===== src/sv/fvps_pkg.sv =====
// shared types, constants and sine table builder for the fourier volume phase shift core
package fvps_pkg;

  // sample and coefficient formats
  localparam int SAMPLE_BITS = 24;
  localparam int COEF_FRAC   = 24;
  // unsigned magnitude of a table entry (sine of a quarter turn is one)
  localparam int COEF_MAG_W  = COEF_FRAC + 1;
  // signed coefficient after quadrant sign
  localparam int COEF_W      = COEF_FRAC + 2;

  // defaults for the top level parameters
  localparam int PHASE_BITS_DEF = 32;
  localparam int TABLE_BITS_DEF = 10;
  localparam int MAX_DIM_DEF    = 4096;

  // configuration port
  localparam int CFG_DATA_W  = 32;
  localparam int CFG_INDEX_W = 3;
  localparam int CFG_COLS_W  = 12;
  localparam int CFG_ROWS_W  = 13;
  localparam int CFG_PLNS_W  = 13;
  // width for size compares, one bit above the widest size register
  localparam int DIM_CMP_W   = CFG_ROWS_W + 1;

  // depth of the queue between front and back, a power of two
  localparam int QUEUE_DEPTH = 4;

  // pi/2 in Q30 for the table series
  localparam longint unsigned HALF_PI_Q30 = 64'd1686629713;

  typedef enum logic [CFG_INDEX_W-1:0] {
    CFG_STEP_X  = 3'd0,
    CFG_STEP_Y  = 3'd1,
    CFG_STEP_Z  = 3'd2,
    CFG_COLUMNS = 3'd3,
    CFG_ROWS    = 3'd4,
    CFG_PLANES  = 3'd5
  } cfg_reg_t;

  typedef struct packed {
    logic signed [SAMPLE_BITS-1:0] sample_re;
    logic signed [SAMPLE_BITS-1:0] sample_im;
  } sample_t;

  typedef struct packed {
    logic signed [SAMPLE_BITS-1:0] shifted_re;
    logic signed [SAMPLE_BITS-1:0] shifted_im;
    logic                          last_of_volume;
  } result_t;

  // quarter-wave sine entry i for a table of 2^tb points per turn,
  // fixed-point taylor series up to x^17 in truncating q30 steps
  function automatic logic [COEF_MAG_W-1:0] sine_entry(input int i, input int tb);
    longint unsigned x;
    longint unsigned x2;
    longint unsigned term;
    longint unsigned half_q;
    longint          sum;
    longint unsigned rounded;
    half_q = (64'd1 << (tb - 2)) >> 1;
    x      = (64'(i) * HALF_PI_Q30 + half_q) >> (tb - 2);
    x2     = (x * x) >> 30;
    term   = x;
    sum    = longint'(x);
    term   = ((term * x2) >> 30) / 6;
    sum    = sum - longint'(term);
    term   = ((term * x2) >> 30) / 20;
    sum    = sum + longint'(term);
    term   = ((term * x2) >> 30) / 42;
    sum    = sum - longint'(term);
    term   = ((term * x2) >> 30) / 72;
    sum    = sum + longint'(term);
    term   = ((term * x2) >> 30) / 110;
    sum    = sum - longint'(term);
    term   = ((term * x2) >> 30) / 156;
    sum    = sum + longint'(term);
    term   = ((term * x2) >> 30) / 210;
    sum    = sum - longint'(term);
    term   = ((term * x2) >> 30) / 272;
    sum    = sum + longint'(term);
    if (sum < 0) begin
      sum = 0;
    end
    rounded = (longint'(sum) + (64'd1 << (30 - COEF_FRAC - 1))) >> (30 - COEF_FRAC);
    return COEF_MAG_W'(rounded);
  endfunction

endpackage


===== src/sv/fvps_front.sv =====
// front end: configuration registers, volume position counters and phase accumulation
module fvps_front
  import fvps_pkg::*;
#(
  parameter int PHASE_BITS = PHASE_BITS_DEF,
  parameter int TABLE_BITS = TABLE_BITS_DEF,
  parameter int MAX_DIM    = MAX_DIM_DEF
) (
  input  logic                   clk,
  input  logic                   rst,
  input  logic                   cfg_write,
  input  logic [CFG_INDEX_W-1:0] cfg_index,
  input  logic [CFG_DATA_W-1:0]  cfg_data,
  input  logic                   sample_valid,
  output logic                   sample_stall,
  input  sample_t                sample,
  input  logic                   queue_full,
  output logic                   item_push,
  output sample_t                item_sample,
  output logic [TABLE_BITS-1:0]  item_idx,
  output logic                   item_last
);

  localparam int IDX_W   = (MAX_DIM > 2) ? $clog2(MAX_DIM) : 1;
  localparam int SHIFT   = PHASE_BITS - TABLE_BITS;
  localparam logic [DIM_CMP_W-1:0] COL_TOP = DIM_CMP_W'(MAX_DIM / 2 + 1);
  localparam logic [DIM_CMP_W-1:0] DIM_TOP = DIM_CMP_W'(MAX_DIM);
  localparam logic [PHASE_BITS-1:0] PHASE_HALF = PHASE_BITS'(1) << (SHIFT - 1);

  logic [PHASE_BITS-1:0] step_x;
  logic [PHASE_BITS-1:0] step_y;
  logic [PHASE_BITS-1:0] step_z;
  logic [CFG_COLS_W-1:0] columns;
  logic [CFG_ROWS_W-1:0] rows;
  logic [CFG_PLNS_W-1:0] planes;

  logic [IDX_W-1:0]      column_index;
  logic [IDX_W-1:0]      row_index;
  logic [IDX_W-1:0]      plane_index;
  logic [PHASE_BITS-1:0] plane_phase;
  logic [PHASE_BITS-1:0] row_phase;
  logic [PHASE_BITS-1:0] point_phase;

  logic [DIM_CMP_W-1:0]  ncol;
  logic [DIM_CMP_W-1:0]  nrow;
  logic [DIM_CMP_W-1:0]  npln;
  logic                  col_end;
  logic                  row_end;
  logic                  pln_end;
  logic                  accept;
  logic [PHASE_BITS-1:0] phase_rounded;
  logic [PHASE_BITS-1:0] row_phase_next;
  logic [PHASE_BITS-1:0] plane_phase_next;

  function automatic logic [DIM_CMP_W-1:0] clamp_count(input logic [DIM_CMP_W-1:0] v,
                                                       input logic [DIM_CMP_W-1:0] top);
    logic [DIM_CMP_W-1:0] r;
    if (v == '0) begin
      r = DIM_CMP_W'(1);
    end else if (v > top) begin
      r = top;
    end else begin
      r = v;
    end
    return r;
  endfunction

  // configuration writes
  always_ff @(posedge clk) begin
    if (rst) begin
      step_x  <= '0;
      step_y  <= '0;
      step_z  <= '0;
      columns <= CFG_COLS_W'(1);
      rows    <= CFG_ROWS_W'(1);
      planes  <= CFG_PLNS_W'(1);
    end else if (cfg_write) begin
      unique case (cfg_index)
        CFG_STEP_X:  step_x  <= cfg_data[PHASE_BITS-1:0];
        CFG_STEP_Y:  step_y  <= cfg_data[PHASE_BITS-1:0];
        CFG_STEP_Z:  step_z  <= cfg_data[PHASE_BITS-1:0];
        CFG_COLUMNS: columns <= cfg_data[CFG_COLS_W-1:0];
        CFG_ROWS:    rows    <= cfg_data[CFG_ROWS_W-1:0];
        CFG_PLANES:  planes  <= cfg_data[CFG_PLNS_W-1:0];
        default:     ;
      endcase
    end
  end

  // effective sizes and wrap detection
  always_comb begin
    ncol = clamp_count(DIM_CMP_W'(columns), COL_TOP);
    nrow = clamp_count(DIM_CMP_W'(rows), DIM_TOP);
    npln = clamp_count(DIM_CMP_W'(planes), DIM_TOP);
    col_end = (DIM_CMP_W'(column_index) + DIM_CMP_W'(1)) >= ncol;
    row_end = (DIM_CMP_W'(row_index) + DIM_CMP_W'(1)) >= nrow;
    pln_end = (DIM_CMP_W'(plane_index) + DIM_CMP_W'(1)) >= npln;
    row_phase_next   = row_phase + step_y;
    plane_phase_next = plane_phase + step_z;
  end

  // table index is the phase rounded to the nearest table point
  assign phase_rounded = point_phase + PHASE_HALF;

  assign sample_stall = queue_full;
  assign accept       = sample_valid && !queue_full;

  assign item_push   = accept;
  assign item_sample = sample;
  assign item_idx    = phase_rounded[PHASE_BITS-1:SHIFT];
  assign item_last   = col_end && row_end && pln_end;

  // raster position and phase advance per accepted transaction
  always_ff @(posedge clk) begin
    if (rst) begin
      column_index <= '0;
      row_index    <= '0;
      plane_index  <= '0;
      plane_phase  <= '0;
      row_phase    <= '0;
      point_phase  <= '0;
    end else if (accept) begin
      priority if (!col_end) begin
        column_index <= column_index + IDX_W'(1);
        point_phase  <= point_phase + step_x;
      end else if (!row_end) begin
        column_index <= '0;
        row_index    <= row_index + IDX_W'(1);
        row_phase    <= row_phase_next;
        point_phase  <= row_phase_next;
      end else if (!pln_end) begin
        column_index <= '0;
        row_index    <= '0;
        plane_index  <= plane_index + IDX_W'(1);
        plane_phase  <= plane_phase_next;
        row_phase    <= plane_phase_next;
        point_phase  <= plane_phase_next;
      end else begin
        column_index <= '0;
        row_index    <= '0;
        plane_index  <= '0;
        plane_phase  <= '0;
        row_phase    <= '0;
        point_phase  <= '0;
      end
    end
  end

endmodule


===== config.mk =====
export PLATFORM = sky130hd
export DESIGN_NAME = fvps_front
export DESIGN_NICKNAME = d
export VERILOG_FILES = /design/src/sv/fvps_pkg.sv /design/src/sv/fvps_front.sv
export SDC_FILE = /design/constraint.sdc
export NUM_CORES = 1
export LEC_CHECK = 0
export ABC_AREA = 1
export BUFFER_PORTS_ARGS = -buffer_cell sky130_fd_sc_hd__buf_2
export CAP_MARGIN = 20
export CORE_MARGIN = 2
export CORE_UTILIZATION = 55
export CTS_BUF_LIST = sky130_fd_sc_hd__clkbuf_4 sky130_fd_sc_hd__clkbuf_8 sky130_fd_sc_hd__clkbuf_16
export DETAILED_ROUTE_END_ITERATION = 6
export GPL_TIMING_DRIVEN = 0
export PLACE_DENSITY_LB_ADDON = 0.05
export SETUP_SLACK_MARGIN = 0.5
export SYNTH_ARGS = -nofsm -noshare
export SYNTH_HDL_FRONTEND = slang
export SYNTH_SLANG_ARGS = --single-unit

===== constraint.sdc =====
create_clock -name clk -period 5.2 [get_ports clk]
set_input_delay 0 -clock clk [delete_from_list [all_inputs] [get_ports clk]]
set_output_delay 0 -clock clk [all_outputs]
set_load 0.02 [all_outputs]

# After elaboration in Yosys (flattened, before gate mapping)
# Cells that the tools add are included.
# totals
output_inout_bits	61
elab_cells	61
input_bits	88
regBits	266
# op_classes
magnitude_cmp	6
n_reduce_logical	16
n_addsub	10
eq_ne	5
mux	12
# ops
operator	count
adder 32 bit	3
two-way mux 32 bit	3
two-way mux 12 bit	5
two-way mux 13 bit	4
>= comparator 13 x 14 -> 1 bit	3
adder 12 x 1 -> 13 bit (second input constant)	3
adder 12 x 1 -> 12 bit (second input constant)	3
adder 32 x 22 -> 32 bit (second input constant)	1
> comparator 13 bit (second input constant)	2
zero test 13 bit	2
AND reduction 2 bit	7
> comparator 12 bit (second input constant)	1
zero test 12 bit	1
== test 3 x 2 -> 1 bit (second input constant)	2
== test 3 bit (second input constant)	2
== test 3 x 1 -> 1 bit (second input constant)	1
logical AND 1 bit	3
zero test 3 bit	1
AND reduction 3 bit	1
zero test 1 bit	1

# Longest topological paths before layout
# logic_depth
depth_word	7
ltp_mapped	23
depth_no_buf	22

# Worst setup path before layout
# OpenSTA, ideal clock, no wires.
# synth_timing
path_kind	reg2reg
start	reg plane_index[0]
end	reg row_phase[17]
n_path_buf	1
required_time_ns	5.143
slack_ns	2.188
period_less_slack_ns	3.012
setup_ns	0.057
arrival_time_ns	2.955
path_stages_with_launch	21
path_cell_list	dfxtp_1 -> inv_1 -> nor3_1 -> nand4_1 -> nor3_1 -> nand3_1 -> xor2_1 -> inv_1 -> ha_1 -> a21oi_1 -> o21bai_1 -> a21oi_1 -> nand3_1 -> inv_1 -> clkbuf_1 -> nand3_1 -> nor2_1 -> inv_1 -> nand3_1 -> nand2_1 -> inv_1
# synth_between
elab_chain_cells	4
# synth_rtl
item	line_no	source
start, declared	fvps_front.sv:39	logic [IDX_W-1:0] plane_index;
start signal, assigned	fvps_front.sv:134	plane_index <= plane_index + IDX_W'(1);
adder 12 x 1 -> 13 bit	fvps_front.sv:97	pln_end = (DIM_CMP_W'(plane_index) + DIM_CMP_W'(1)) >= npln;
>= comparator 13 x 14 -> 1 bit	fvps_front.sv:97	
two-way mux 32 bit	fvps_front.sv:131	end else if (!pln_end) begin
two-way mux 32 bit	fvps_front.sv:126	end else if (!row_end) begin
end signal, assigned	fvps_front.sv:129	row_phase <= row_phase_next;
end signal, assigned	fvps_front.sv:136	row_phase <= plane_phase_next;
end, declared	fvps_front.sv:41	logic [PHASE_BITS-1:0] row_phase;
# Every way passes these cells.
# A chain may end at the register's enable or synchronous reset.

# Worst setup path in the final report
# layout_timing
start	reg plane_index[0]
end	out item_last
# layout_between
elab_chain_cells	3
# layout_rtl
item	line_no	source
adder 12 x 1 -> 13 bit	fvps_front.sv:97	
>= comparator 13 x 14 -> 1 bit	fvps_front.sv:97	
logical AND 1 bit	fvps_front.sv:111	assign item_last = col_end && row_end && pln_end;
end, declared	fvps_front.sv:21	output logic item_last
# Every way passes these cells.

==> flow_summary.yaml <==
status:
  outcome: "completed"
pwr:
  power_density_nw_per_um2: 258
  finalPower_w: 0.00541
  internal_power_w: 0.00372
  combPwrFrac_pct: 18.8
  swShare_pct: 31.3
  seqPwrFrac_pct: 39.8
  net-switching-power_w: 0.00169
  leakage_nw: 10.8
  max-vdd-ir-drop_uv: 331
  clkPwrFrac_pct: 41.4
finish:
  num_antenna_cells: 0
  drive_gt1_share_pct: 8.53
  final_common_cell: "nand2_1"
  area_growth_pct: 13.6
  stdcell_area_sq_um: 21000
  layout_common_cells: "nand2_1 (786), nor2_1 (472), inv_1 (342), dfxtp_1 (266), a21oi_1 (201)"
  n_fill_cell: 3246
  num-nets-final: 3322
logic_synthesis:
  yosys_warnings: 0
  yosysSeqAreaShare_pct: 28.8
  synth_compound_area_share_pct: 13.0
  synth_fa_ha_area_share_pct: 9.45
  synthCells: 2925
  yosysUniqueCellTypes: 44
  synth_top_flop_cell: "dfxtp_1"
  synth_top_family_by_area: "simple AND/OR/NAND/NOR gates"
  syn_area_sq_um: 18500
  ys_ff_latch: 266
  syn-num-nets: 3151
  synth_simple_gate_area_share_pct: 33.0
  ys_async_sr_fraction_pct: 0
  synth-xor-area-share_pct: 4.07
  postSynthAreaPerCell_sq_um: 6.33
  muxShareOfSynthArea_pct: 0
  synth_edf_count: 0
floorplanning:
  fp.coreArea_sq_um: 33400
  die_x_um: 187
  die_h_um: 187
  rows: 67
  io_pins: 149
  initial_core_util_pct: 55.5
  dieArea_sq_um: 35100
global_route:
  grt_max_degree: 17
  grt_usage_pct: 34.7
  grt-ovfl-total: 0
  grt_antenna_before_repair: 2
  grt_pass1_wl_um: 96300
  grt_pass1_vias: 18100
hold_path:
  hold_path.class: "input port to register"
timing:
  hold_viol_final: 0
  fin_ws_ps: 846
  rsz0062_at_grt: "no"
  fin_crit_ps: 4350
  worstMarginPinSlew_ps: 1080
  fmax_ghz: 0.230
  finalSetupTns_ps: 0
  finalSetupViolCount: 0
  skew_ps: 37.1
  maxSlewHeadroom_pct: 28.1
  drv_slew: 0
  post-route-period-util_pct: 83.7
clock_tree:
  clock_latency_ps: 600
  path_clk_slew_ps: 60
  cts_root_buf: "clkbuf_16"
  clkSinkCount: 266
  htreeDepth: 1
  cts_tree: "built"
  cts_max_path_buffers: 3
  cts_made_buffers: 30
worst_setup_path:
  cp.arrival_ps: 4350
  slowest_delay_ps: 390
  endpoint_kind: "primary output"
  path_class: "register to primary output"
  critPathTopFamily: "simple AND/OR/NAND/NOR gates"
  startpoint_type: "register"
  crit_slowest_cell: "dfxtp_1"
  worstPathMaxFanout: 10
  worstPathRequired_ps: 5200
  path_buf_inv: 5
  path_cells: "inv_1 > nor3_1 > nand4_1 > nor3_1 > nand3_1 > xor2_1 > inv_1 > ha_1 > nand3_1 > nor3_1 > nand2_1 > nand3_1 > inv_1 > clkbuf_2 > nor3_2 > buf_2"
route:
  ant_nets: 0
  vias: 19300
  wl_um: 61900
  via_per_inst: 5.41
  drt_pre_antenna_iters: 6
  first_iter_violations: 1587
  drc: 0
  wl_per_cell_um: 17.4
job:
  maxCapViolCount: 0
placed_design:
  place_area_sq_um: 19600
  io_buffers: 100
  hpwl_um: 49100
  place_ws_ps: 826
  gp_congestion: 1.01
==> logic make-up after synthesis <==
kind of cell    after synthesis
xor+xnor                     86
buf+inv                     488
simple gates               1501
fa+ha+maj                   138
flops                       266
compound gates              446
==> worst reg2reg max path, stage by stage (launching register included) <==
cell and delay (ps):
dfxtp_1 390, inv_1 120, nor3_1 370, nand4_1 200, nor3_1 290, nand3_1 140
xor2_1 160, inv_1 100, ha_1 340, a21oi_1 140, o21bai_1 80, a21oi_1 120
nand3_1 250, inv_1 320, clkbuf_2 350, nand3_1 120, nor2_1 280, nor2_1 130
nand2_1 90, nand2_1 50, inv_1 90
==> cell type report <==
| type | instances | area, sq um | area share, % |
|---|---|---|---|
| sequential | 266 | 5330 | 25.3 |
| tap | 448 | 561 | 2.67 |
| clock buffer | 36 | 827 | 3.94 |
| timing repair buffer | 139 | 891 | 4.24 |
| buffer | 141 | 857 | 4.08 |
| clock inverter | 19 | 226 | 1.08 |
| inverter | 347 | 1310 | 6.22 |
| multi-input combinational | 2171 | 11000 | 52.4 |
==> metrics by stage <==
step / util, % / cells / hold slack (ps)
5_1_grt: 63.0 / 3567 / 74.3
4_1_cts: 63.0 / 3567 / 41.4
2_1_floorplan: - / 2925 / 95.2
6_report: 63.0 / 3567 / 65.9
3_5_place_dp: 58.6 / 3473 / 218
3_3_place_gp: 58.6 / 3473 / 218
==> registers in the layout, indices dropped and copies added (netlist names) <==
name          flops
step_z           32
step_x           32
rows             13
columns          12
planes           13
plane_index      12
point_phase      32
row_phase        32
row_index        12
column_index     12
step_y           32
plane_phase      32
==> final timing paths <==
| check | from | slack [ps] | end | cells after the start |
|---|---|---|---|---|
| worst min-delay path | sample_valid | 70 | point_phase[26] | 6 |
| worst max register to register | plane_index[0] | 1000 | row_phase[25] | 20 |
| worst min register to register | plane_phase[26] | 470 | plane_phase[26] | 2 |
| worst max-delay path | plane_index[0] | 850 | item_last | 16 |
==> cells in the mapped netlist, types with 4 or more instances <==
cell type / count / area [sq um]
nor4_1: 16 / 100
a31oi_1: 10 / 62.6
nand4_1: 22 / 138
dfxtp_1: 266 / 5330
nand3b_1: 15 / 113
o21bai_1: 17 / 128
inv_1: 342 / 1280
ha_1: 135 / 1690
clkbuf_1: 59 / 221
buf_4: 65 / 488
xnor2_1: 25 / 219
a21boi_0: 4 / 30.0
nor2_1: 472 / 1770
a211oi_2: 8 / 100
and2_1: 4 / 25.0
xor2_1: 61 / 534
nor3_1: 30 / 150
o21ai_1: 6 / 30.0
a21oi_1: 201 / 1010
nand2_1: 786 / 2950
a22oi_1: 11 / 82.6
buf_2: 5 / 25.0
nand3_1: 137 / 686
buf_6: 10 / 113
nor2_2: 5 / 31.3
o21ai_0: 180 / 901
==> power groups by stage <==
stage / sequential [W] / combinational [W] / clock, W
floorplan: 0.00218 / 0.000633 / 0
global placement: 0.00220 / 0.000954 / 0
detailed placement: 0.00220 / 0.000970 / 0
CTS: 0.00215 / 0.000996 / 0.00225
global route: 0.00216 / 0.00110 / 0.00234
finish: 0.00216 / 0.00102 / 0.00224
==> metal layers <==
| metal | part of all wire (%) | global-route usage, % | up-vias |
|---|---|---|---|
| met5 | 0 | 0 | - |
| met4 | 3.8 | 12.4 | 0 |
| met3 | 7.4 | 3.85 | 140 |
| met2 | 46 | 58.5 | 740 |
| met1 | 43 | 45.9 | 8796 |
| li1 | - | - | 9623 |
==> timing repair <==
item	4_1_cts	5_1_grt
endpoints found under the hold margin	142	0
hold buffers	39	0
setup buffers	0	0
gates resized for setup	0	4
setup endpoints to repair	0	6
(Power assumes the default switching activity.)
