==> src/sv/fvps_pkg.sv <==
// shared types, constants and sine table builder for the fourier volume phase shift core
package fvps_pkg;

  // sample and coefficient formats
  localparam int SAMPLE_BITS = 24;
  localparam int COEF_FRAC   = 24;
  // unsigned magnitude of a table entry (sine of a quarter turn is one)
  localparam int COEF_MAG_W  = COEF_FRAC + 1;
  // signed coefficient after quadrant sign
  localparam int COEF_W      = COEF_FRAC + 2;

  // defaults for the top level parameters
  localparam int PHASE_BITS_DEF = 32;
  localparam int TABLE_BITS_DEF = 10;
  localparam int MAX_DIM_DEF    = 4096;

  // configuration port
  localparam int CFG_DATA_W  = 32;
  localparam int CFG_INDEX_W = 3;
  localparam int CFG_COLS_W  = 12;
  localparam int CFG_ROWS_W  = 13;
  localparam int CFG_PLNS_W  = 13;
  // width for size compares, one bit above the widest size register
  localparam int DIM_CMP_W   = CFG_ROWS_W + 1;

  // depth of the queue between front and back, a power of two
  localparam int QUEUE_DEPTH = 4;

  // pi/2 in Q30 for the table series
  localparam longint unsigned HALF_PI_Q30 = 64'd1686629713;

  typedef enum logic [CFG_INDEX_W-1:0] {
    CFG_STEP_X  = 3'd0,
    CFG_STEP_Y  = 3'd1,
    CFG_STEP_Z  = 3'd2,
    CFG_COLUMNS = 3'd3,
    CFG_ROWS    = 3'd4,
    CFG_PLANES  = 3'd5
  } cfg_reg_t;

  typedef struct packed {
    logic signed [SAMPLE_BITS-1:0] sample_re;
    logic signed [SAMPLE_BITS-1:0] sample_im;
  } sample_t;

  typedef struct packed {
    logic signed [SAMPLE_BITS-1:0] shifted_re;
    logic signed [SAMPLE_BITS-1:0] shifted_im;
    logic                          last_of_volume;
  } result_t;

  // quarter-wave sine entry i for a table of 2^tb points per turn,
  // fixed-point taylor series up to x^17 in truncating q30 steps
  function automatic logic [COEF_MAG_W-1:0] sine_entry(input int i, input int tb);
    longint unsigned x;
    longint unsigned x2;
    longint unsigned term;
    longint unsigned half_q;
    longint          sum;
    longint unsigned rounded;
    half_q = (64'd1 << (tb - 2)) >> 1;
    x      = (64'(i) * HALF_PI_Q30 + half_q) >> (tb - 2);
    x2     = (x * x) >> 30;
    term   = x;
    sum    = longint'(x);
    term   = ((term * x2) >> 30) / 6;
    sum    = sum - longint'(term);
    term   = ((term * x2) >> 30) / 20;
    sum    = sum + longint'(term);
    term   = ((term * x2) >> 30) / 42;
    sum    = sum - longint'(term);
    term   = ((term * x2) >> 30) / 72;
    sum    = sum + longint'(term);
    term   = ((term * x2) >> 30) / 110;
    sum    = sum - longint'(term);
    term   = ((term * x2) >> 30) / 156;
    sum    = sum + longint'(term);
    term   = ((term * x2) >> 30) / 210;
    sum    = sum - longint'(term);
    term   = ((term * x2) >> 30) / 272;
    sum    = sum + longint'(term);
    if (sum < 0) begin
      sum = 0;
    end
    rounded = (longint'(sum) + (64'd1 << (30 - COEF_FRAC - 1))) >> (30 - COEF_FRAC);
    return COEF_MAG_W'(rounded);
  endfunction

endpackage

==> src/sv/fvps_queue.sv <==
// short queue that decouples the front end from the rotation pipeline
module fvps_queue
  import fvps_pkg::*;
#(
  parameter int WIDTH = 8
) (
  input  logic             clk,
  input  logic             rst,
  input  logic             push,
  input  logic [WIDTH-1:0] push_data,
  output logic             full,
  input  logic             pop,
  output logic             not_empty,
  output logic [WIDTH-1:0] pop_data
);

  localparam int PTR_W = $clog2(QUEUE_DEPTH);
  localparam int CNT_W = $clog2(QUEUE_DEPTH + 1);

  logic [WIDTH-1:0] entries [QUEUE_DEPTH];
  logic [PTR_W-1:0] wr_ptr;
  logic [PTR_W-1:0] rd_ptr;
  logic [CNT_W-1:0] count;
  logic             do_push;
  logic             do_pop;

  assign full      = (count == CNT_W'(QUEUE_DEPTH));
  assign not_empty = (count != '0);
  assign pop_data  = entries[rd_ptr];
  assign do_push   = push && !full;
  assign do_pop    = pop && not_empty;

  // entry storage
  always_ff @(posedge clk) begin
    if (do_push) begin
      entries[wr_ptr] <= push_data;
    end
  end

  // pointers and fill count
  always_ff @(posedge clk) begin
    if (rst) begin
      wr_ptr <= '0;
      rd_ptr <= '0;
      count  <= '0;
    end else begin
      if (do_push) begin
        wr_ptr <= wr_ptr + PTR_W'(1);
      end
      if (do_pop) begin
        rd_ptr <= rd_ptr + PTR_W'(1);
      end
      if (do_push && !do_pop) begin
        count <= count + CNT_W'(1);
      end else if (do_pop && !do_push) begin
        count <= count - CNT_W'(1);
      end
    end
  end

endmodule

==> config.mk <==
export PLATFORM = sky130hd
export DESIGN_NAME = fvps_queue
export DESIGN_NICKNAME = d
export VERILOG_FILES = /design/src/sv/fvps_pkg.sv /design/src/sv/fvps_queue.sv
export SDC_FILE = /design/constraint.sdc
export NUM_CORES = 1
export LEC_CHECK = 0
export BUFFER_PORTS_ARGS = -buffer_cell sky130_fd_sc_hd__buf_2
export CAP_MARGIN = 40
export CORE_AREA = 2 2 64 51
export CTS_CLUSTER_SIZE = 30
export DETAILED_ROUTE_END_ITERATION = 10
export DIE_AREA = 0 0 66 53
export PLACE_DENSITY = 0.79
export SYNTH_ARGS = -nofsm -noshare
export SYNTH_HDL_FRONTEND = slang
export SYNTH_SLANG_ARGS = --single-unit
export TNS_END_PERCENT = 50
==> constraint.sdc <==
create_clock -name clk -period 3.8 [get_ports clk]
set_input_delay 0.38 -clock clk [delete_from_list [all_inputs] [get_ports clk]]
set_output_delay 0.38 -clock clk [all_outputs]
set_load 0.1 [all_outputs]
Word-level counts from Yosys, hierarchy flattened
Memories as Yosys holds them, arrays and structs flattened. A register that Yosys moved wholly into a read port is not among the register bits.
Cells that the tools add are included.

cells by class
  $add $sub $neg = 4
  eq/ne operators = 1
  reductions and logical operators = 9
  multiplexer cells = 6

operator list
  cell                                               count
  2-to-1 mux 3 bit                                   2
  adder 2 x 1 -> 2 bit (second input constant)       2
  logical AND 1 bit                                  4
  2-to-1 mux 2 bit                                   2
  adder 3 x 1 -> 3 bit (second input constant)       1
  == test 3 bit (second input constant)              1
  zero test 1 bit                                    3
  nonzero test 3 bit                                 1
  subtractor 3 x 1 -> 3 bit (second input constant)  1
  2-to-1 mux 1 bit                                   2
  nonzero test 2 bit                                 1

storage, ports and cells
  flip-flop bits (word level) = 7
  memories kept = 1
  input port bits = 12
  memory bits (writable) = 32

memories
  name     depth  bits a word  rd ports  clocked after Yosys merged registers in  write ports  line              source
  entries  4      8            1         1                                        1            fvps_queue.sv:20  logic [WIDTH-1:0] entries [QUEUE_DEPTH];

Longest topological paths before layout
Gate-level depths: netlist of the first run.

  depth after elaboration = 7
  depth in mapped cells = 8
  mapped depth without buffers = 8

Least setup slack after synthesis of the first run
No wires, ideal clock.

  path kind = register to register
  from = reg count[2]
  to = reg count[2]
  setup slack = 0.897 ns
  arrival = 2.833 ns
  cell stages (with the launch flop) = 9
  path buffers = 0
  library setup time = 0.070 ns
  required time = 3.730 ns
  path through = dfxtp_1 nor3b_2 nor2_2 ha_1 inv_1 fa_1 xor2_1 or3_1 a21oi_1

between the ends
  word-level cells in the longest chain between the ends = 6

ends and longest elaborated chain
  item                          line              source
  start, declared               fvps_queue.sv:23  logic [CNT_W-1:0] count;
  start signal, assigned        fvps_queue.sv:54  count <= count + CNT_W'(1);
  start signal, assigned        fvps_queue.sv:56  count <= count - CNT_W'(1);
  == test 3 bit *               fvps_queue.sv:27  assign full = (count == CNT_W'(QUEUE_DEPTH));
  named net full                fvps_queue.sv:11  output logic full,
  zero test 1 bit *             fvps_queue.sv:30  assign do_push = push && !full;
  logical AND 1 bit *           fvps_queue.sv:30
  named net do_push             fvps_queue.sv:24  logic do_push;
  zero test 1 bit               fvps_queue.sv:55  end else if (do_pop && !do_push) begin
  logical AND 1 bit             fvps_queue.sv:55
  nonzero test 2 bit (no line)  n/a

The timed path passes the listed nets; every way through them passes the cells marked *. The select of a mux whose other input is x is not followed.
A chain may end at the register's enable or synchronous reset.

==> results by group, run 1 <==
Timing
  • Fin Setup TNS: 0 ns
  • Crit path time final: 2.21 ns
  • Final period util: about three fifths
  • Final clock skew: 0.00691 ns
  • Max-slew violation count: 0
  • RSZ-0062 raised after global routing: no
  • Final setup fails: 0
  • Slew HR: ~65%
  • Final hold violation count: 0
  • Setup WS post-layout: 1.59 ns
  • Slew @ Worst Pin: about 0.53 ns
  • Max Clk Rate: 0.452 GHz

Cells and area
  • Multi-input logic area: 453 um^2
  • Layout cells sized above 1: 33.6%
  • Final-stage net count: 133
  • Post-Route Utilization: 65.1%
  • Storage cell area: 1140 um^2
  • Final instance count without filler cells: 154
  • Fillers: 229
  • P&R area growth vs syn: 14.4%
  • Diodes inserted: 0

Die
  • Die height: approximately 53 um
  • I/O pins: 22
  • Die Width: around 66 um
  • FP Rows: 17
  • Initial core utilization: a little under three fifths
  • Core ar.: 2850 um^2
  • Die Area: around 3500 um^2

Synth
  • Main area contributors after synthesis: edfxtp_1 59%, dfxtp_1 11%, mux4_2 11%, ha_1 3.9%, xor2_1 2.2%
  • Main combinational cell family by area after synthesis: multiplexers
  • Avg Cell Area, Syn: 18.0 um^2
  • Post-synthesis xor/xnor area fraction: 2.16%
  • Synth Area in Compound Gates: 2.55%
  • Post-synth top area share: 59.3%
  • Post-synth top area cell: edfxtp_1
  • Register area share after synthesis: between 70% and 80%
  • Seq cells post-synth: roughly 40
  • Mapped Cells: 90
  • Post-Syn Area: about 1600 um^2
  • Syn. warnings: 0
  • Synth Net Count: about 110
  • Simple-Gate Fraction of Synth Area: 5.79%
  • Distinct cells, synth: 20
  • Post-synthesis mux area share: between 10% and 20%
  • Synth Area in Adders: 5.09%

Setup path
  • Setup crit start kind: flop
  • CP required: between 3 and 4 ns
  • Worst R2R End: count[2]
  • Worst setup path end: pop_data[7]
  • FF-to-FF path depth: 8
  • Critical register-to-register path startpoint: count[0]
  • Reg-to-reg slack, setup: between 1.5 and 2 ns
  • CP max FO: 8
  • Worst EP arrival: 1.83 ns
  • CP endpoint kind: output port
  • Kind of critical path: reg -> out

Job
  • Max-capacitance violation count: 0

Placement
  • Routability congestion estimate: 0.755
  • Port Buffers: 21
  • Pre-CTS setup slack: 1.68 ns
  • Detailed placer's ending HPWL: ~1700 um
  • Placed cells: about 150

Clock network
  • CTS Buf Count: 5
  • Post-CTS setup buffer count: 0
  • CTS tree: yes
  • Resized Gates After CTS: 0
  • Clock latency on the worst-skew pair: 0.28 ns
  • Root Driver: clkbuf_8
  • Clock Tree Buf Depth: 2
  • Hold-fix buffers, CTS: 0
  • Clk sinks: 41
  • Clock transition at path regs: 0.08 ns
  • Htree depth: 2

Route
  • Routed length on met2: approximately 1200 um
  • Iteration count of the initial detailed-routing pass: 4
  • Final routed DRC violation total: 0
  • Routed Antenna Nets: 0
  • Via count: 808
  • WL/cell: 15.2 um
  • DR top layer: met4
  • Via/cell ratio: 5.25
  • Metal3 WL: 109 um
  • Drt total wl: 2340 um
  • Metal-1 WL: 1040 um
  • Initial DRC Count: 22

Status
  • Status: complete, no violations

GRT
  • Initial antenna violation count: 0
  • Congestion Overflow GR: 0
  • First-pass GRT wire length: 3790 um
  • Total track usage: 15.8%
  • Largest net degree at the start of global routing: 14
  • Vias in the first global route: 788

Min path
  • Hold Startpoint: push_data[5]
  • Hold crit path type: in -> reg
## cells in the mapped netlist
cell type and number:
edfxtp_1 32, dfxtp_1 9, mux4_2 8, ha_1 5, nor2_1 5, and2_1 4
inv_1 4, xor2_1 4, or3_1 3, a21oi_1 2, clkbuf_1 2, mux2i_1 2
nand2b_1 2, o21ai_0 2, buf_2 1, fa_1 1, nor2_2 1, nor3b_2 1
o311ai_1 1, o31ai_2 1
## logic make-up (layout without fill, tap and decap cells)
kind of cell / Yosys count / after routing
xor+xnor: 4 / 4
buf+inv: 7 / 33
compound gates: 6 / 6
flops: 41 / 41
simple gates: 16 / 16
fa+ha+maj: 6 / 6
mux: 10 / 10
## registers in the layout (all words and copies together) (netlist names), named ones only
register,count
count,3
wr_ptr,2
entries,32
rd_ptr,2
## how the worst min path moves through the flow
stage / end / slack, ns / cells after the start
after floorplan: entries[0][0] / 0.48 / 0
after global placement: rd_ptr[1] / 0.50 / 2
after detailed placement: rd_ptr[0] / 0.52 / 2
after CTS: entries[0][5] / 0.30 / 1
after global routing: entries[0][5] / 0.30 / 1
final: entries[0][5] / 0.30 / 1
## worst max-delay path, stage by stage (launching register included)
cell     delay, ns
dfxtp_1       0.66
mux4_2        0.58
buf_2         0.31
## per-stage QoR
step	cell area, um^2	hold slack (ns)
6_report	1860	0.304
5_1_grt	1860	0.305
4_1_cts	1860	0.298
3_5_place_dp	1760	0.519
3_3_place_gp	1760	0.504
2_1_floorplan	1620	0.479
## cell usage in the layout, fill, tap and decap left out, types with 2 or more instances in the layout
cell and instances:
xor2_1 4, o21ai_0 2, a21oi_1 2, and2_1 4, clkbuf_8 6, nor2_1 5
mux2i_1 2, inv_1 4, mux4_2 8, buf_2 21, edfxtp_1 32, dfxtp_1 9
nand2b_1 2, ha_1 5, or3_1 3
## routing by layer
| metal | GRT usage [%] | vias up |
|---|---|---|
| met4 | 6.12 | 0 |
| met3 | 5.96 | 4 |
| met5 | 0 | - |
| met2 | 25.6 | 17 |
| li1 | - | 392 |
| met1 | 19.7 | 395 |
## layout make-up
| class | instances | area share [%] |
|---|---|---|
| multi-input cells | 42 | 24.4 |
| inverters | 4 | 0.809 |
| flip-flops and latches | 41 | 61.5 |
| well taps | 38 | 2.56 |
| clock buffers | 7 | 4.65 |
| clock inverters | 1 | 0.405 |
| repair buffers | 21 | 5.66 |
Power of run 1 is not shown: default switching activity piles up to over one toggle a cycle in this logic, so the estimate is an artifact.
==> inputs of run 2 (changes only) <==
- CORE_AREA: 2 2 64 51 -> 2 2 69 55
- DIE_AREA: 0 0 66 53 -> 0 0 71 57
- PLACE_DENSITY: 0.79 -> 0.72
- clock period: 3.8 -> 1.9 ns (I/O delays scaled with it)
==> run 2 against run 1 <==
Worst hold slack worse by 0.20 ns. Critical path depth is 6 higher. Clock skew is 0.0036 ns lower. Global-route usage is 0.25 points lower. Cell area is 8.8% higher. Sequential share of layout area is 4.5 points lower. Die area is 16% higher. Sequential cell count stayed put.
==> results by group, run 2 (synthesis results as in run 1) <==
Setup path
  • Worst setup path end: count[2]
  • CP startpoint: count[2]
  • Critical path's largest stage delay: 0.37 ns (-0.29 ns)
  • FF-to-FF path depth: 8 (unchanged)
  • Kind of critical path: reg -> reg
  • Critical-path top delay cell: dfxtp_4
  • Reg-to-reg slack, setup: 0.07 ns (-1.61 ns)
  • CP max FO: 4 (-4)
  • Worst EP arrival: 2.06 ns (+0.23 ns)
  • WP depth: 8 (+6)
  • Buf/Inv on CP: 1 (unchanged)
  • Worst R2R End: count[2]
  • Critical register-to-register path startpoint: count[2]
  • Critical path, cell by cell: nor3b_4 -> nor2_4 -> ha_4 -> inv_2 -> fa_2 -> xor2_1 -> or3_1 -> a21oi_1
  • Delay-heaviest family, CP: simple AND/OR/NAND/NOR gates
  • Setup crit start kind: flop
  • CP required: 2.12 ns (-1.30 ns)
  • CP endpoint kind: flop

Die
  • I/O pins: 22 (unchanged)
  • Core ar.: 3450 um^2 (+21%)
  • Die height: 57 um (+7.5%)
  • Initial core utilization: 47.0% (-9.9 points)
  • FP Rows: 19 (+2)
  • Die Area: 4050 um^2 (+16%)
  • Die Width: 71 um (+7.6%)

Timing
  • Final period util: a little over nine tenths
  • RSZ-0062 raised after global routing: no
  • Crit path time final: approximately 1.8 ns
  • Max-slew violation count: 0 (unchanged)
  • Max Clk Rate: 0.545 GHz
  • Hold_ws: 0.107 ns (-0.197 ns)
  • Slew @ Worst Pin: 0.493 ns (-0.0370 ns)
  • Final hold violation count: 0 (unchanged)
  • Final clock skew: 0.00333 ns (-0.00358 ns)
  • Slew HR: 67.4% (+2.7 points)
  • Final setup fails: 0 (unchanged)
  • Fin Setup TNS: 0 ns (unchanged)

Route
  • Via/cell ratio: 5.05 (-3.8%)
  • Final routed DRC violation total: 0 (unchanged)
  • Routed Antenna Nets: 0 (unchanged)
  • Initial DRC Count: 32 (+45%)
  • Iteration count of the initial detailed-routing pass: 4 (unchanged)
  • WL/cell: 16.9 um (+11%)
  • Via count: 853 (+5.6%)
  • Drt total wl: 2850 um (+22%)

Power and ir drop
  • Peak VDD IR: around 0.88 mV
  • Power, Total: approximately 0.0034 W
  • PwrDens: 1680 nW/um^2
  • Leak Pwr: approximately 0.75 nW

Placement
  • Detailed placer's ending HPWL: 1870 um (+11%)
  • DP Area: 1840 um^2 (+4.7%)
  • Routability congestion estimate: 0.771 (+2.1%)
  • Placed cells: 156 (+6.8%)
  • Port Buffers: 21 (unchanged)

Clock network
  • Clock latency on the worst-skew pair: 0.29 ns (about the same)
  • Root Driver: clkbuf_8
  • CTS tree: yes
  • Clock transition at path regs: 0.08 ns (about the same)
  • CTS Buf Count: 5 (unchanged)
  • Htree depth: 2 (unchanged)
  • Clk sinks: 41 (unchanged)
  • Clock Tree Buf Depth: 2 (unchanged)
  • Hold-fix buffers, CTS: 0 (unchanged)

GRT
  • Initial antenna violation count: 0 (unchanged)
  • Congestion Overflow GR: 0 (unchanged)
  • Vias in the first global route: 908 (+15%)
  • Largest net degree at the start of global routing: 13 (-1)
  • First-pass GRT wire length: 4490 um (+19%)
  • Total track usage: 15.6% (-0.25 points)

Cells and area
  • Fillers: 258 (+13%)
  • Max reg flops: 32 (unchanged)
  • Final-stage net count: 144 (+8.3%)
  • Diodes inserted: 0 (unchanged)
  • Final instance count without filler cells: 169 (+9.7%)
  • Layout cells sized above 1: 46.5% (+13 points)
  • Post-route cell area: 2020 um^2 (+8.8%)
  • Commonest non-fill, non-tap cell in the layout: edfxtp_1
  • P&R area growth vs syn: 24.5%
  • Biggest register: entries
  • Commonest cells after routing, fill and taps aside: 32 x edfxtp_1, 19 x buf_2, 13 x buf_4
  • Regs by FF count: entries x32, count x3

Job
  • Max-capacitance violation count: 0 (unchanged)

Status
  • Status: complete, no violations

Min path
  • Hold crit path type: in -> reg
-- run 2: cell count changes in the layout (fill, tap and decap cells not counted), sizes merged --
| cell | previous run | this run |
|---|---|---|
| clkinvlp | 1 | 0 |
| buf | 21 | 32 |
| bufinv | 0 | 1 |
-- run 2: where the power goes --
group	switching (W)	leakage, nW	total, W	internal, W
clock	0.000294	0.0585	0.000722	0.000428
sequential	0.0000993	0.369	0.00120	0.00110
combinational	0.00103	0.323	0.00147	0.000441
total	0.00142	0.750	0.00340	0.00197
-- run 2: how the worst min path moves through the flow --
stage / slack, ns / cells past startpoint / endpoint / from
6_report: 0.11 / 1 / entries[0][0] / push_data[0]
5_1_grt: 0.11 / 1 / entries[0][3] / push_data[3]
4_1_cts: 0.1 / 1 / entries[1][0] / push_data[0]
3_5_place_dp: 0.41 / 1 / entries[0][0] / push_data[0]
3_3_place_gp: 0.40 / 1 / entries[1][3] / push_data[3]
2_1_floorplan: 0.29 / 0 / entries[0][0] / push_data[0]
-- run 2: layer usage --
layer / global-route usage, % / up-vias / wire length [um]
met1: 17.7 / 410 / 1160
li1: - / 415 / -
met2: 26.8 / 23 / 1490
met4: 5.12 / 0 / 39
met5: 0 / - / 0
met3: 6.71 / 5 / 169
-- run 2: stage by stage --
| stage | utilization (%) | setup WS [ns] |
|---|---|---|
| 2_1_floorplan | - | -0.484 |
| 3_3_place_gp | 53.5 | 0.00199 |
| 3_5_place_dp | 53.5 | -0.0621 |
| 4_1_cts | 57.3 | -0.0332 |
| 5_1_grt | 58.5 | 0.00107 |
| 6_report | 58.5 | 0.0650 |
-- run 2: layout make-up --
type,instances,area (um^2),share of cell area (%)
Clock buffer,7,86.3,4.28
Tap cell,42,52.6,2.60
Timing Repair Buffer,32,193,9.55
Inverter,4,15.0,0.744
Multi-Input combinational cell,42,490,24.3
Sequential cell,41,1150,57.0
Clock inverter,1,30.0,1.49
-- run 2: what timing repair did --
item                       4_1_cts  5_1_grt
buffers inserted                 0        5
setup endpoints to repair        7        1
pin swaps                        1        4
resized for setup                4        2
No activity file was read; power rests on OpenSTA's default activity.
